$ cat config.mk
export PLATFORM = sky130hd
export DESIGN_NAME = first_free_slot_allocator_unit
export DESIGN_NICKNAME = d
export VERILOG_FILES = /design/src/rtl/fsa_pkg.sv /design/src/rtl/fsa_cell.sv /design/src/rtl/fsa_ring.sv /design/src/rtl/first_free_slot_allocator_unit.sv
export SDC_FILE = /design/constraint.sdc
export NUM_CORES = 1
export LEC_CHECK = 0
export ABC_AREA = 1
export BUFFER_PORTS_ARGS = -buffer_cell sky130_fd_sc_hd__clkbuf_2
export CORE_ASPECT_RATIO = 1.4
export CORE_MARGIN = 2
export CORE_UTILIZATION = 25
export CTS_BUF_LIST = sky130_fd_sc_hd__clkbuf_4 sky130_fd_sc_hd__clkbuf_8
export DETAILED_ROUTE_END_ITERATION = 8
export GPL_ROUTABILITY_DRIVEN = 0
export PLACE_DENSITY = 0.45
export SLEW_MARGIN = 25
export SYNTH_ARGS = -nofsm -noshare
export SYNTH_HDL_FRONTEND = slang
export SYNTH_SLANG_ARGS = --single-unit
$ cat constraint.sdc
create_clock -name clk_i -period 2.05 [get_ports clk_i]
set_input_delay 0.41 -clock clk_i [delete_from_list [all_inputs] [get_ports clk_i]]
set_output_delay 0.41 -clock clk_i [all_outputs]
set_load 0.01 [all_outputs]
$ cat src/rtl/fsa_pkg.sv
// ----------------------------------------------------------------------------
// fsa_pkg: shared types for the first-free slot allocator
// Operation and status codes, and the beat formats of the request and result
// channels.
// ----------------------------------------------------------------------------
package fsa_pkg;

  // fixed field widths of the channel beats
  localparam int unsigned KindW  = 2;
  localparam int unsigned IdW    = 16;
  localparam int unsigned IndexW = 6;
  localparam int unsigned StatW  = 3;
  localparam int unsigned CountW = 7;

  // operation codes
  typedef enum logic [KindW-1:0] {
    KIND_RESERVE = 2'd0,
    KIND_RELEASE = 2'd1,
    KIND_READ    = 2'd2,
    KIND_NOP     = 2'd3
  } kind_e;

  // result status codes
  typedef enum logic [StatW-1:0] {
    ST_OK     = 3'd0,
    ST_FULL   = 3'd1,
    ST_BAD_ID = 3'd2,
    ST_DUP    = 3'd3,
    ST_RANGE  = 3'd4,
    ST_FREE   = 3'd5
  } status_e;

  // request beat
  typedef struct packed {
    kind_e             kind;
    logic [IdW-1:0]    owner_id;
    logic [IndexW-1:0] slot_index;
  } in_t;

  // result beat
  typedef struct packed {
    status_e           status;
    logic [IndexW-1:0] granted_slot;
    logic [IdW-1:0]    slot_owner;
    logic [CountW-1:0] free_count;
    logic [CountW-1:0] used_count;
  } out_t;

endpackage

$ cat src/rtl/fsa_cell.sv
// ----------------------------------------------------------------------------
// fsa_cell: one slot of the rotating owner table
// Holds one owner id and takes its neighbour's id on every shift; a clear
// frees the slot.
// ----------------------------------------------------------------------------
module fsa_cell #(
  parameter int unsigned ID_BITS = 16
) (
  input  logic               clk_i,
  input  logic               rst_ni,
  input  logic               clear_i,
  input  logic               shift_i,
  input  logic [ID_BITS-1:0] nxt_i,
  output logic [ID_BITS-1:0] owner_o
);

  logic [ID_BITS-1:0] owner_q;

  // owner storage, zero means free
  always_ff @(posedge clk_i or negedge rst_ni) begin
    if (!rst_ni) begin
      owner_q <= '0;
    end else if (clear_i) begin
      owner_q <= '0;
    end else if (shift_i) begin
      owner_q <= nxt_i;
    end
  end

  assign owner_o = owner_q;

endmodule

$ cat src/rtl/fsa_ring.sv
// ----------------------------------------------------------------------------
// fsa_ring: ring of slot cells
// Each shift moves every id one cell towards the head; the head's id comes
// back in at the tail, possibly replaced, so a full turn restores the order.
// ----------------------------------------------------------------------------
module fsa_ring #(
  parameter int unsigned SLOTS   = 64,
  parameter int unsigned ID_BITS = 16
) (
  input  logic               clk_i,
  input  logic               rst_ni,
  input  logic               clear_i,
  input  logic               shift_i,
  input  logic [ID_BITS-1:0] tail_i,
  output logic [ID_BITS-1:0] head_o
);

  logic [ID_BITS-1:0] owner [SLOTS];

  // chain of cells, the last one fed from the tail input
  for (genvar i = 0; i < SLOTS; i++) begin : g_cell
    logic [ID_BITS-1:0] nxt;
    if (i == SLOTS - 1) begin : g_tail
      assign nxt = tail_i;
    end else begin : g_mid
      assign nxt = owner[i+1];
    end
    fsa_cell #(
      .ID_BITS (ID_BITS)
    ) u_cell (
      .clk_i   (clk_i),
      .rst_ni  (rst_ni),
      .clear_i (clear_i),
      .shift_i (shift_i),
      .nxt_i   (nxt),
      .owner_o (owner[i])
    );
  end

  assign head_o = owner[0];

endmodule

$ cat src/rtl/first_free_slot_allocator_unit.sv
// ----------------------------------------------------------------------------
// first_free_slot_allocator_unit: slot table with lowest-free-slot reserve
// The owner table is a ring of SLOTS cells that turns one cell per cycle past
// a single head compare, so every operation that touches the table walks one
// full turn. A read or release walks one turn before its result beat; a reserve
// walks one turn when it finds a duplicate or no free slot and two when it
// writes, since the first turn looks for duplicates and the lowest free slot
// and a second turn stores the id. Requests rejected by the full, zero-id or
// range checks, and kind 3, go straight to the result beat. One request is
// worked on at a time; a new one is taken while the last result beat still waits.
// Writing capacity (saturated to 1..min(SLOTS, 127)) clears the whole table at once.
// ----------------------------------------------------------------------------
module first_free_slot_allocator_unit #(
  parameter int unsigned SLOTS   = 64,
  parameter int unsigned ID_BITS = 16
) (
  input  logic                           clk_i,
  input  logic                           rst_ni,
  input  logic                           in_valid_i,
  output logic                           in_stall_o,
  input  fsa_pkg::in_t                   in_data_i,
  output logic                           out_valid_o,
  input  logic                           out_stall_i,
  output fsa_pkg::out_t                  out_data_o,
  input  logic                           cfg_valid_i,
  output logic                           cfg_ready_o,
  input  logic [fsa_pkg::CountW-1:0]     cfg_data_i
);

  import fsa_pkg::*;

  localparam int unsigned IdxW    = (SLOTS > 1) ? $clog2(SLOTS) : 1;
  localparam int unsigned CmpW    = (IdxW > CountW) ? IdxW : CountW;
  localparam int unsigned CapRst  = (SLOTS < 64) ? SLOTS : 64;
  localparam int unsigned CapMax  = (SLOTS < 127) ? SLOTS : 127;

  typedef enum logic [1:0] {
    S_IDLE,
    S_SCAN,
    S_WRITE,
    S_FINISH
  } state_e;

  state_e              state_q;
  logic [CountW-1:0]   capacity_q;
  logic [CountW-1:0]   occupied_q;
  kind_e               kind_q;
  logic [ID_BITS-1:0]  id_q;
  logic [IndexW-1:0]   idx_q;
  logic [IdxW-1:0]     cnt_q;
  logic                dup_q;
  logic                found_q;
  logic [IdxW-1:0]     free_idx_q;
  logic [ID_BITS-1:0]  owner_q;
  status_e             res_status_q;
  logic                out_valid_q;
  out_t                out_data_q;

  logic                in_accept;
  logic                cfg_accept;
  logic [CountW-1:0]   cap_sat;
  logic [ID_BITS-1:0]  in_id;
  logic                ring_clear;
  logic                ring_shift;
  logic [ID_BITS-1:0]  ring_tail;
  logic [ID_BITS-1:0]  head;
  logic                in_cap;
  logic                at_idx;
  logic                at_free;
  logic                last_step;
  logic                dup_d;
  logic                found_d;
  logic [IdxW-1:0]     free_idx_d;
  logic [ID_BITS-1:0]  owner_d;
  logic                out_free;

  // handshakes, a pending capacity write goes ahead of a request
  assign in_stall_o  = (state_q != S_IDLE) || cfg_valid_i;
  assign cfg_ready_o = (state_q == S_IDLE);
  assign in_accept   = in_valid_i && !in_stall_o;
  assign cfg_accept  = cfg_valid_i && cfg_ready_o;
  assign out_free    = !out_valid_q || !out_stall_i;

  // capacity write saturated into 1..min(SLOTS, 127)
  always_comb begin
    if (cfg_data_i == '0) begin
      cap_sat = CountW'(1);
    end else if (32'(cfg_data_i) > 32'(CapMax)) begin
      cap_sat = CountW'(CapMax);
    end else begin
      cap_sat = cfg_data_i;
    end
  end

  // owner id narrowed or widened to the stored width
  assign in_id = ID_BITS'(in_data_i.owner_id);

  // head compare, slot cnt_q sits at the head during a turn
  assign in_cap    = CmpW'(cnt_q) < CmpW'(capacity_q);
  assign at_idx    = CmpW'(cnt_q) == CmpW'(idx_q);
  assign at_free   = cnt_q == free_idx_q;
  assign last_step = cnt_q == IdxW'(SLOTS - 1);

  // scan bookkeeping, including the head value of this cycle
  always_comb begin
    dup_d      = dup_q;
    found_d    = found_q;
    free_idx_d = free_idx_q;
    owner_d    = owner_q;
    if (state_q == S_SCAN) begin
      if (in_cap && (head == id_q)) begin
        dup_d = 1'b1;
      end
      if (in_cap && (head == '0) && !found_q) begin
        found_d    = 1'b1;
        free_idx_d = cnt_q;
      end
      // only reads and releases report an owner
      if (at_idx && (kind_q != KIND_RESERVE)) begin
        owner_d = head;
      end
    end
  end

  // ring control: the head id re-enters at the tail unless replaced
  always_comb begin
    ring_clear = cfg_accept;
    ring_shift = (state_q == S_SCAN) || (state_q == S_WRITE);
    ring_tail  = head;
    if ((state_q == S_SCAN) && (kind_q == KIND_RELEASE) && at_idx) begin
      ring_tail = '0;
    end else if ((state_q == S_WRITE) && at_free) begin
      ring_tail = id_q;
    end
  end

  fsa_ring #(
    .SLOTS   (SLOTS),
    .ID_BITS (ID_BITS)
  ) u_ring (
    .clk_i   (clk_i),
    .rst_ni  (rst_ni),
    .clear_i (ring_clear),
    .shift_i (ring_shift),
    .tail_i  (ring_tail),
    .head_o  (head)
  );

  // sequencer, counts and result beat
  always_ff @(posedge clk_i or negedge rst_ni) begin
    if (!rst_ni) begin
      state_q      <= S_IDLE;
      capacity_q   <= CountW'(CapRst);
      occupied_q   <= '0;
      kind_q       <= KIND_NOP;
      id_q         <= '0;
      idx_q        <= '0;
      cnt_q        <= '0;
      dup_q        <= 1'b0;
      found_q      <= 1'b0;
      free_idx_q   <= '0;
      owner_q      <= '0;
      res_status_q <= ST_OK;
      out_valid_q  <= 1'b0;
      out_data_q   <= '0;
    end else begin
      // result beat raised at finish, dropped once taken
      if ((state_q == S_FINISH) && out_free) begin
        out_valid_q <= 1'b1;
      end else if (out_valid_q && !out_stall_i) begin
        out_valid_q <= 1'b0;
      end

      // configuration write clears the table
      if (cfg_accept) begin
        capacity_q <= cap_sat;
        occupied_q <= '0;
      end

      unique case (state_q)
        S_IDLE: begin
          if (in_accept) begin
            kind_q       <= in_data_i.kind;
            id_q         <= in_id;
            idx_q        <= in_data_i.slot_index;
            cnt_q        <= '0;
            dup_q        <= 1'b0;
            found_q      <= 1'b0;
            free_idx_q   <= '0;
            owner_q      <= '0;
            unique case (in_data_i.kind)
              KIND_RESERVE: begin
                priority if (occupied_q >= capacity_q) begin
                  res_status_q <= ST_FULL;
                  state_q      <= S_FINISH;
                end else if (in_id == '0) begin
                  res_status_q <= ST_BAD_ID;
                  state_q      <= S_FINISH;
                end else begin
                  res_status_q <= ST_OK;
                  state_q      <= S_SCAN;
                end
              end
              KIND_RELEASE, KIND_READ: begin
                if ((CountW'(in_data_i.slot_index) >= capacity_q) ||
                    (32'(in_data_i.slot_index) >= 32'(SLOTS))) begin
                  res_status_q <= ST_RANGE;
                  state_q      <= S_FINISH;
                end else begin
                  res_status_q <= ST_OK;
                  state_q      <= S_SCAN;
                end
              end
              KIND_NOP: begin
                res_status_q <= ST_OK;
                state_q      <= S_FINISH;
              end
              default: begin
                res_status_q <= ST_OK;
                state_q      <= S_FINISH;
              end
            endcase
          end
        end

        S_SCAN: begin
          dup_q      <= dup_d;
          found_q    <= found_d;
          free_idx_q <= free_idx_d;
          owner_q    <= owner_d;
          if (last_step) begin
            cnt_q <= '0;
            if (kind_q == KIND_RESERVE) begin
              priority if (dup_d) begin
                res_status_q <= ST_DUP;
                state_q      <= S_FINISH;
              end else if (!found_d) begin
                res_status_q <= ST_FULL;
                state_q      <= S_FINISH;
              end else begin
                state_q <= S_WRITE;
              end
            end else if (kind_q == KIND_RELEASE) begin
              state_q <= S_FINISH;
              if (owner_d == '0) begin
                res_status_q <= ST_FREE;
              end else begin
                res_status_q <= ST_OK;
                if (occupied_q != '0) begin
                  occupied_q <= occupied_q - CountW'(1);
                end
              end
            end else begin
              res_status_q <= ST_OK;
              state_q      <= S_FINISH;
            end
          end else begin
            cnt_q <= cnt_q + IdxW'(1);
          end
        end

        S_WRITE: begin
          if (last_step) begin
            cnt_q        <= '0;
            occupied_q   <= occupied_q + CountW'(1);
            res_status_q <= ST_OK;
            state_q      <= S_FINISH;
          end else begin
            cnt_q <= cnt_q + IdxW'(1);
          end
        end

        S_FINISH: begin
          if (out_free) begin
            out_data_q.status       <= res_status_q;
            out_data_q.granted_slot <= ((kind_q == KIND_RESERVE) && (res_status_q == ST_OK))
                                       ? IndexW'(free_idx_q) : '0;
            out_data_q.slot_owner   <= IdW'(owner_q);
            out_data_q.free_count   <= capacity_q - occupied_q;
            out_data_q.used_count   <= occupied_q;
            state_q                 <= S_IDLE;
          end
        end

        default: begin
          state_q <= S_IDLE;
        end
      endcase
    end
  end

  assign out_valid_o = out_valid_q;
  assign out_data_o  = out_data_q;

endmodule

==> impl_metrics.yaml <==
clock_network:
  cts_made_buffers: 176
  clock_path_buffers: 3
  cts_tree: "yes"
  clk_pin_slew_ps: 60
  htreeDepth: 4
  cts.sinks: 1137
  clk_latency_ps: 870
  cts_root_buffer: "clkbuf_8"
sta:
  max_freq_ghz: 0.439
  finalHoldViolations: 0
  fin_hold_ws_ps: 176
  finalCriticalPeriod_ps: 2280
  setup_slack_ps: -227
  setup_viol_count_final: 19
  grt_setup_unrepaired: "true"
  finClkSkew_ps: 76.3
  worst_slew_margin_rel_pct: 59.5
  timing.final.crit_share_pct: 111
  setup_tns_ps: -3140
  slew_viol_final: 0
  tightest_slew_ps: 606
power_and_ir_drop:
  p_per_area_nw_per_um2: 1790
  p_leak_uw: 0.0242
  p_seq_share_pct: 35.6
  p_switching_uw: 38100
  cellInternalPower_uw: 58000
  peakVddDrop_uv: 946
  combPwrFrac_pct: 43.8
  p_clk_share_pct: 20.7
  netSwitchingFraction_pct: 39.6
  power_uw: 96100
status:
  outcome: "complete, but fails checks"
  violations: "setup timing"
global_route:
  grt_max_degree: 102
  grt_pass1_wl_um: 167000
  antenna_found_initial: 2
  grt_pass1_vias: 31100
  grt_usage_pct: 11.3
  gr-total-overflow: 0
min_path:
  hold_path.class: "in -> reg"
floorplan:
  die_y_um: 498
  die_area_um2: 178000
  die_w_um: 357
  core_area_um2: 173000
  start_util_pct: 25.1
  fp-row-count: 181
  ioPinCount: 78
cells_and_area:
  final_cell_mix: "dfrtp_1 (1133), inv_1 (1127), o22ai_1 (1047), nand2_1 (236), buf_4 (217)"
  fin_nets: 4619
  drive_gt1_share_pct: 17.4
  fillers: 18000
  syn_to_final_growth_pct: 23.1
  final_cell_count_no_fill: 6978
  final_common_cell: "dfrtp_1"
synthesis:
  synthMuxAreaShare_pct: 0.0259
  synth_edf_count: 0
  syn_nets: 4278
  syn_area_um2: 43600
  synth_cells: 4214
  yosysSeqAreaShare_pct: 65.3
  synth_simple_gate_area_share_pct: 4.34
  synth_flop_cell: "dfrtp_1"
  yosysUniqueCellTypes: 46
  asyncSetResetFlopFracSynth_pct: 100
  synth_adder_area_share_pct: 0.822
  synth_compound_area_share_pct: 16.9
  synth_top_family_by_area: "compound AO/OA/AOI/OAI gates"
  synth_xor_area_share_pct: 0.362
  ys_warn_count: 0
  synth_area_per_cell_um2: 10.3
  ys_ff_latch: 1137
worst_setup_path:
  required_ps: 2800
  cp-end-kind: "flop"
  crit_path_start_kind: "flop"
  timing_worst_setup_path_type: "reg -> reg"
  crit_arrival_ps: 3030
  cp_max_fo: 6
flow_run:
  max_cap_viol_count: 0
detailed_routing:
  drt-pass1-iter-count: 7
  drt_iter0_drc: 1713
  routed_wl_um: 101000
  drcViolationCount: 0
  ant_nets: 0
  wl_per_cell_um: 14.4
  viasPerCell: 4.31
  vias: 30100
placement:
  io_buffers: 77
  place_inst: 6596
  place_hpwl_um: 64100
  pre_cts_ws_ps: -338
==> power by group through the flow <==
stage | clock network, uW | logic (uW) | registers [uW]
6_report | 19900 | 42100 | 34200
5_1_grt | 21700 | 46600 | 35200
4_1_cts | 20800 | 41500 | 34200
3_5_place_dp | 0 | 40700 | 34600
3_3_place_gp | 0 | 40400 | 34500
2_1_floorplan | 0 | 26700 | 34000
==> through the flow <==
| stage | cell area, um2 | utilization (%) |
|---|---|---|
| after CTS | 53100 | 30.6 |
| final | 53600 | 30.9 |
| after global routing | 53600 | 30.9 |
| after detailed placement | 48700 | 28.1 |
| after global placement | 48700 | 28.1 |
| after floorplan | 43700 | - |
==> cell families after synthesis <==
| group | after synthesis |
|---|---|
| xor gates and xnor gates | 18 |
| muxes | 1 |
| and+or+nand+nor | 428 |
| AOI/OAI and AO/OA | 1198 |
| adders and majority gates | 28 |
| buffers and inverters | 1404 |
| DFF | 1137 |
==> layer usage <==
layer | global-route usage [%] | part of all wire [%]
met1 | 14.6 | 45
met2 | 18.8 | 49
met3 | 2.00 | 3.2
met4 | 4.21 | 2.7
met5 | 0 | 0
==> critical path, cell delays in order (launching register included) <==
cell and delay (ps):
dfrtp_1 390, buf_6 120, ha_4 130, inv_4 40, nor2_4 160, nand4_4 200
buf_12 200, nand2_2 40, nand2_1 40, nor2_1 90, nand2_1 60, nor2_2 150
nand2_4 100, nand2_4 90, nand2_2 40, nand2_1 60, nand2_1 40, nand2_1 50
nand2_1 50, nand2_1 50, nand2_1 40
==> layout make-up <==
| type | count | area [um2] | area share, % |
|---|---|---|---|
| well taps | 2287 | 2860 | 5.34 |
| diodes | 2 | 5.00 | 0.00933 |
| inverters | 1144 | 4310 | 8.04 |
| multi-input cells | 1676 | 10200 | 19.1 |
| clock inverters | 21 | 209 | 0.390 |
| repair buffers | 420 | 4030 | 7.50 |
| flip-flops and latches | 1137 | 28500 | 53.1 |
| clock buffers | 291 | 3520 | 6.57 |
==> flip-flops by register name (all words and copies together) (netlist names), 6 cells and up <==
register	cells
free_idx_q	6
out_data_o	39
cnt_q	6
u_ring.g_cell.u_cell.owner_o	1024
occupied_q	7
capacity_q	7
owner_q	16
id_q	16
idx_q	6
==> cell usage after synthesis (2+ instances only) <==
| cell type | count | area share [%] |
|---|---|---|
| buf_6 | 3 | 0.078 |
| nor3_1 | 8 | 0.092 |
| xor2_1 | 13 | 0.26 |
| o31ai_1 | 9 | 0.16 |
| o211ai_1 | 3 | 0.052 |
| buf_4 | 2 | 0.034 |
| or2_2 | 2 | 0.029 |
| nor4_1 | 8 | 0.11 |
| ha_1 | 27 | 0.78 |
| dfstp_2 | 3 | 0.18 |
| a21oi_1 | 37 | 0.43 |
| dfrtp_1 | 1134 | 65 |
| o22ai_1 | 1048 | 15 |
| o21ai_0 | 88 | 1.0 |
| nand2_2 | 11 | 0.16 |
| buf_2 | 6 | 0.069 |
| nand4_1 | 37 | 0.53 |
| buf_1 | 12 | 0.10 |
| nand2_1 | 266 | 2.3 |
| nor2_1 | 52 | 0.45 |
| clkbuf_1 | 237 | 2.0 |
| a211oi_1 | 3 | 0.052 |
| nand3_1 | 28 | 0.32 |
| nor2_2 | 7 | 0.10 |
| xnor2_1 | 5 | 0.10 |
| o2111ai_1 | 2 | 0.040 |
| inv_1 | 1133 | 9.8 |
| o21bai_1 | 2 | 0.034 |
| nor2_4 | 2 | 0.052 |
| inv_2 | 10 | 0.086 |
==> worst paths after layout <==
check,start,cells past startpoint,slack [ps],end
max,state_q[0],20,-230,occupied_q[3]
min,cfg_valid_i,5,180,capacity_q[4]
max reg2reg,state_q[0],20,-230,occupied_q[3]
min reg2reg,u_ring.g_cell[59].u_cell.owner_o[1],2,450,u_ring.g_cell[58].u_cell.owner_o[1]
max in group asynchronous,rst_ni,3,770,u_ring.g_cell[43].u_cell.owner_o[2]
min in group asynchronous,rst_ni,3,240,u_ring.g_cell[31].u_cell.owner_o[6]
==> what timing repair did <==
item	4_1_cts	5_1_grt
hold buffers	42	0
buffers inserted	13	9
endpoints found under the setup margin	204	250
gates cloned	2	3
hold endpoints to repair	1148	0
pin swaps	12	24
resized for setup	34	119
Note: power is estimated with default switching activity, not from simulation.
